==> config.mk <==
export PLATFORM = sky130hd
export DESIGN_NAME = wss_cell
export DESIGN_NICKNAME = d
export VERILOG_FILES = /design/src/hdl/wss_pkg.sv /design/src/hdl/wss_cell.sv
export SDC_FILE = /design/constraint.sdc
export NUM_CORES = 1
export LEC_CHECK = 0
export ABC_CLOCK_PERIOD_IN_PS = 3700
export BUFFER_PORTS_ARGS = -buffer_cell sky130_fd_sc_hd__buf_4
export CORE_MARGIN = 3
export CORE_UTILIZATION = 44
export CTS_CLUSTER_DIAMETER = 80
export DETAILED_ROUTE_END_ITERATION = 16
export PLACE_DENSITY = 0.9
export SYNTH_ARGS = -nofsm -noshare
export SYNTH_HDL_FRONTEND = slang
export SYNTH_SLANG_ARGS = --single-unit
==> constraint.sdc <==
create_clock -name clock -period 3.7 [get_ports clock]
set_input_delay 0.925 -clock clock [delete_from_list [all_inputs] [get_ports clock]]
set_output_delay 0.925 -clock clock [all_outputs]
set_load 0.05 [all_outputs]
==> src/hdl/wss_pkg.sv <==
// types, codes and field widths shared by the sorted stack store and its cells
package wss_pkg;

   localparam int ID_W     = 16;
   localparam int WEIGHT_W = 8;
   localparam int POS_W    = 6;
   localparam int FILL_W   = 7;

   // request operation codes
   typedef enum logic [1:0] {
      OP_INSERT = 2'd0,
      OP_QUERY  = 2'd1,
      OP_REMOVE = 2'd2,
      OP_UPDATE = 2'd3
   } op_type;

   // response status codes
   typedef enum logic [1:0] {
      STATUS_DONE      = 2'd0,
      STATUS_FULL      = 2'd1,
      STATUS_NOT_FOUND = 2'd2
   } status_type;

   // command broadcast to every cell
   typedef enum logic [1:0] {
      CMD_FIND_ID   = 2'd0,
      CMD_FIND_SLOT = 2'd1,
      CMD_DELETE    = 2'd2,
      CMD_INSERT    = 2'd3
   } cmd_type;

   // sequencer states
   typedef enum logic [2:0] {
      S_IDLE,
      S_FULL,
      S_FIND,
      S_DECIDE,
      S_SLOT,
      S_INSERT
   } state_type;

   typedef struct packed {
      cmd_type               cmd;
      logic [ID_W-1:0]       key_id;
      logic [WEIGHT_W-1:0]   key_weight;
   } ctl_type;

   // search token handed from each cell to the one below it
   typedef struct packed {
      logic                  found;
      logic [WEIGHT_W-1:0]   weight;
      logic [POS_W-1:0]      pos;
   } carry_type;

endpackage

==> src/hdl/wss_cell.sv <==
// one slot of the sorted stack: holds an entry, passes the search token down
module wss_cell
   import wss_pkg::*;
#(
   parameter int INDEX = 0
) (
   input  logic                clock,
   input  logic                reset,
   input  ctl_type             ctl,
   input  logic                occupied,
   input  logic                below_cond,
   input  logic [ID_W-1:0]     below_id,
   input  logic [WEIGHT_W-1:0] below_weight,
   input  logic [ID_W-1:0]     above_id,
   input  logic [WEIGHT_W-1:0] above_weight,
   input  carry_type           carry_above,
   output logic                cond_out,
   output logic [ID_W-1:0]     slot_id,
   output logic [WEIGHT_W-1:0] slot_weight,
   output carry_type           carry_out
);

   logic [ID_W-1:0]     id_ff, id_in;
   logic [WEIGHT_W-1:0] weight_ff, weight_in;
   carry_type           carry_ff, carry_in;
   logic                cond_self;
   logic                hit;

   // entry stays below a new one of this weight
   assign cond_self = occupied && (weight_ff >= ctl.key_weight);

   // local match: topmost id hit, or the insertion boundary
   always_comb begin
      case (ctl.cmd)
         CMD_FIND_ID:   hit = occupied && (id_ff == ctl.key_id);
         CMD_FIND_SLOT: hit = below_cond && !cond_self;
         default:       hit = 1'b0;
      endcase
   end

   // token: a hit from above wins, else this cell may claim it
   always_comb begin
      carry_in = carry_ff;
      if (ctl.cmd == CMD_FIND_ID || ctl.cmd == CMD_FIND_SLOT) begin
         if (carry_above.found) begin
            carry_in = carry_above;
         end else if (hit) begin
            carry_in.found  = 1'b1;
            carry_in.weight = weight_ff;
            carry_in.pos    = POS_W'(INDEX);
         end else begin
            carry_in = '0;
         end
      end
   end

   // shift on delete (from above) and on insert (from below)
   always_comb begin
      id_in     = id_ff;
      weight_in = weight_ff;
      case (ctl.cmd)
         CMD_DELETE: begin
            if (!carry_above.found) begin
               id_in     = above_id;
               weight_in = above_weight;
            end
         end
         CMD_INSERT: begin
            if (!cond_self) begin
               if (below_cond) begin
                  id_in     = ctl.key_id;
                  weight_in = ctl.key_weight;
               end else begin
                  id_in     = below_id;
                  weight_in = below_weight;
               end
            end
         end
         default: begin
         end
      endcase
   end

   always_ff @(posedge clock) begin
      id_ff     <= id_in;
      weight_ff <= weight_in;
      if (reset) begin
         carry_ff <= '0;
      end else begin
         carry_ff <= carry_in;
      end
   end

   assign cond_out    = cond_self;
   assign slot_id     = id_ff;
   assign slot_weight = weight_ff;
   assign carry_out   = carry_ff;

endmodule
==> impl_metrics.json <==
{
  "start_kind": "input pin",
  "core_mm2": 0.00485,
  "end_kind": "primary output",
  "ant_nets": 0,
  "critical-path-max-stage-delay_ns": 0.31,
  "wire_per_inst_um": 15.5,
  "holdPathStages": 2,
  "grt_pass1_wl_um": 10400,
  "seq_area_frac_synth": 0.450,
  "period_share": 0.875,
  "yosysUniqueCellTypes": 35,
  "initial_core_util": 0.468,
  "nNetsFinal": 452,
  "min-delay-start": "carry_out[3]$_SDFFE_PP0N_",
  "cts_tree": "yes",
  "rr_endpoint": "slot_id[8]$_DFFE_PP_",
  "rsz0062_at_grt": "false",
  "synth_nets": 325,
  "die_x_um": 77.8,
  "synth_async_sr_flop_share": 0,
  "vdd_drop_max_uv": 210,
  "io_pins": 133,
  "fin_skew_ns": 0.00686,
  "worstMarginPinSlew_ns": 0.912,
  "grt_max_degree": 49,
  "path_cells": "buf_4 > inv_1 > ha_1 > and3_4 > a221oi_2 > o22a_2 > inv_1 > buf_4",
  "max_cap_violations": 0,
  "dieArea_mm2": 0.00606,
  "cts_hold_buf": 0,
  "fillCellCount": 348,
  "rr_worst_depth": 7,
  "yosys_warnings": 0,
  "max_clock_freq_mhz": 309,
  "netlist_instances": 224,
  "ys.flop_type": "edfxtp_1",
  "ff2ff_setup_slack_ns": 1.38,
  "root_buffer": "clkbuf_8",
  "numCtsBuffers": 5,
  "ys_ff_latch": 39,
  "synth-edff-count": 24,
  "hold_class": "reg -> reg",
  "place_area_mm2": 0.00330,
  "critical_path_class": "in -> out",
  "antenna_found_initial": 0,
  "htree_levels": 2,
  "finalSetupTns_ns": 0,
  "dp_slack_ns": 0.462,
  "postLayoutCellArea_mm2": 0.00342,
  "drive_gt1_frac": 0.429,
  "clock_latency_ns": 0.29,
  "totalWireLength_um": 6480,
  "port_buffers": 132,
  "cts_setup_buffers": 0,
  "grt_pass1_vias": 2293,
  "relSlewSlack": 0.391,
  "num_antenna_cells": 0,
  "routed_via_density": 5.22,
  "avgSynthCellArea_um2": 10.1,
  "rows": 25,
  "finalHoldViolCount": 0,
  "final_util": 0.705,
  "fin_crit_ns": 3.24,
  "clock-sinks": 39,
  "hpwl_um": 5160,
  "r2r-start": "slot_weight[7]$_DFFE_PP_",
  "cts_resized": 0,
  "first_iter_violations": 43,
  "setup_slack_ns": 0.462,
  "critPathSlowestCell": "ha_1",
  "finalSetupViolations": 0,
  "status": "finished, final reports clean",
  "power.density_mw_per_mm2": 354,
  "critPathArrivalTime_ns": 2.31,
  "grt-ovfl-total": 0,
  "cts_buffer_depth": 2,
  "die_height_um": 77.8,
  "worstPathRequired_ns": 2.77,
  "dr.pass1.iters": 6,
  "maxSlewViolCount": 0,
  "netlist_area_mm2": 0.00227,
  "gp_congestion": 0.755,
  "gr-usage-all-layers": 0.219,
  "syn_to_final_growth_pct": 50.5,
  "min_to": "carry_out[3]$_SDFFE_PP0N_",
  "leakagePower_nw": 1.60,
  "via_count": 2187,
  "drc_errors": 0,
  "crit_fanout": 3,
  "clkTransAtPathRegs_ns": 0.08
}
## routing by layer
metal	part of all wire	vias up	GRT usage	wire (um)
met2	0.52	105	0.392	3390
met1	0.37	996	0.238	2370
met3	0.093	14	0.0789	603
li1	-	1072	-	-
met4	0.019	0	0.0676	121
met5	0	-	0	0
## critical path: cells and delay by family
kind                     cells  cell delay, ns
AND/OR/NAND/NOR              1            0.20
adder cells (fa/ha/maj)      1            0.31
AO/OA/AOI/OAI                2            0.52
buffers and inverters        4            0.36
## area by class of cell
type                            count  area, um2  area share
Sequential cell                    39       1020       0.299
Clock inverter                      1       5.00     0.00147
Inverter                           11       41.3      0.0121
Tap cell                           67       83.8      0.0245
Clock buffer                        7        108      0.0315
Multi-Input combinational cell    160       1150       0.337
Timing Repair Buffer              134       1010       0.295
## power by group
part | total, mW | internal (mW) | switching, mW
clock network | 0.343 | 0.191 | 0.152
registers | 0.510 | 0.493 | 0.0169
logic | 0.356 | 0.156 | 0.201
total | 1.21 | 0.840 | 0.370
## cells in the final DEF, fill, tap and decap left out, types with 8 or more instances in the layout
| cell | synthesis | routed |
|---|---|---|
| edfxtp_1 | 24 | 24 |
| nor2_1 | 33 | 33 |
| dfxtp_1 | 15 | 15 |
| nand2b_1 | 9 | 9 |
| mux2i_1 | 24 | 24 |
| buf_4 | 0 | 134 |
| a21oi_1 | 28 | 28 |
| a22oi_1 | 13 | 13 |
| inv_1 | 10 | 10 |
| ha_1 | 8 | 8 |
| xnor2_1 | 15 | 15 |
## stage by stage
step	instances	power, mW	hold WS (ns)
6_report	419	1.21	0.525
5_1_grt	419	1.27	0.566
4_1_cts	419	1.22	0.529
3_5_place_dp	411	0.878	0.509
3_3_place_gp	411	0.868	0.489
2_1_floorplan	224	0.727	0.768
## cells in the mapped netlist, types with 2 or more instances
cell type / instances / area share
a21oi_1: 28 / 0.062
a22oi_1: 13 / 0.043
buf_1: 4 / 0.0066
buf_2: 5 / 0.011
clkbuf_1: 5 / 0.0083
dfxtp_1: 15 / 0.13
edfxtp_1: 24 / 0.32
ha_1: 8 / 0.044
inv_1: 10 / 0.017
mux2i_1: 24 / 0.11
nand2b_1: 9 / 0.025
nand4_1: 3 / 0.0083
nor2_1: 33 / 0.055
nor2b_1: 2 / 0.0055
o32ai_1: 7 / 0.027
xnor2_1: 15 / 0.058
## worst max path at each step
stage                                       to    from  depth (start not counted)
after floorplan           slot_id[0]$_DFFE_PP_  ctl[7]                          7
after global placement                cond_out  ctl[7]                          8
after detailed placement              cond_out  ctl[7]                          8
after CTS                             cond_out  ctl[7]                          8
after global routing                  cond_out  ctl[7]                          8
final                                 cond_out  ctl[7]                          8
## state kept, by name (all words and copies together) (netlist names)
signal	flops
slot_weight	8
carry_out	15
slot_id	16
## logic make-up (layout without fill, tap and decap cells)
group,after synthesis,count (layout),share of synthesized area
AO/OA/AOI/OAI,57,57,0.175
XOR/XNOR,16,16,0.0617
adder cells (fa/ha/maj),8,8,0.0441
buffers and inverters,25,153,0.0441
flip-flops,39,39,0.450
multiplexers,24,24,0.106
AND/OR/NAND/NOR,55,55,0.120
Power figures use the tool's default switching activity.
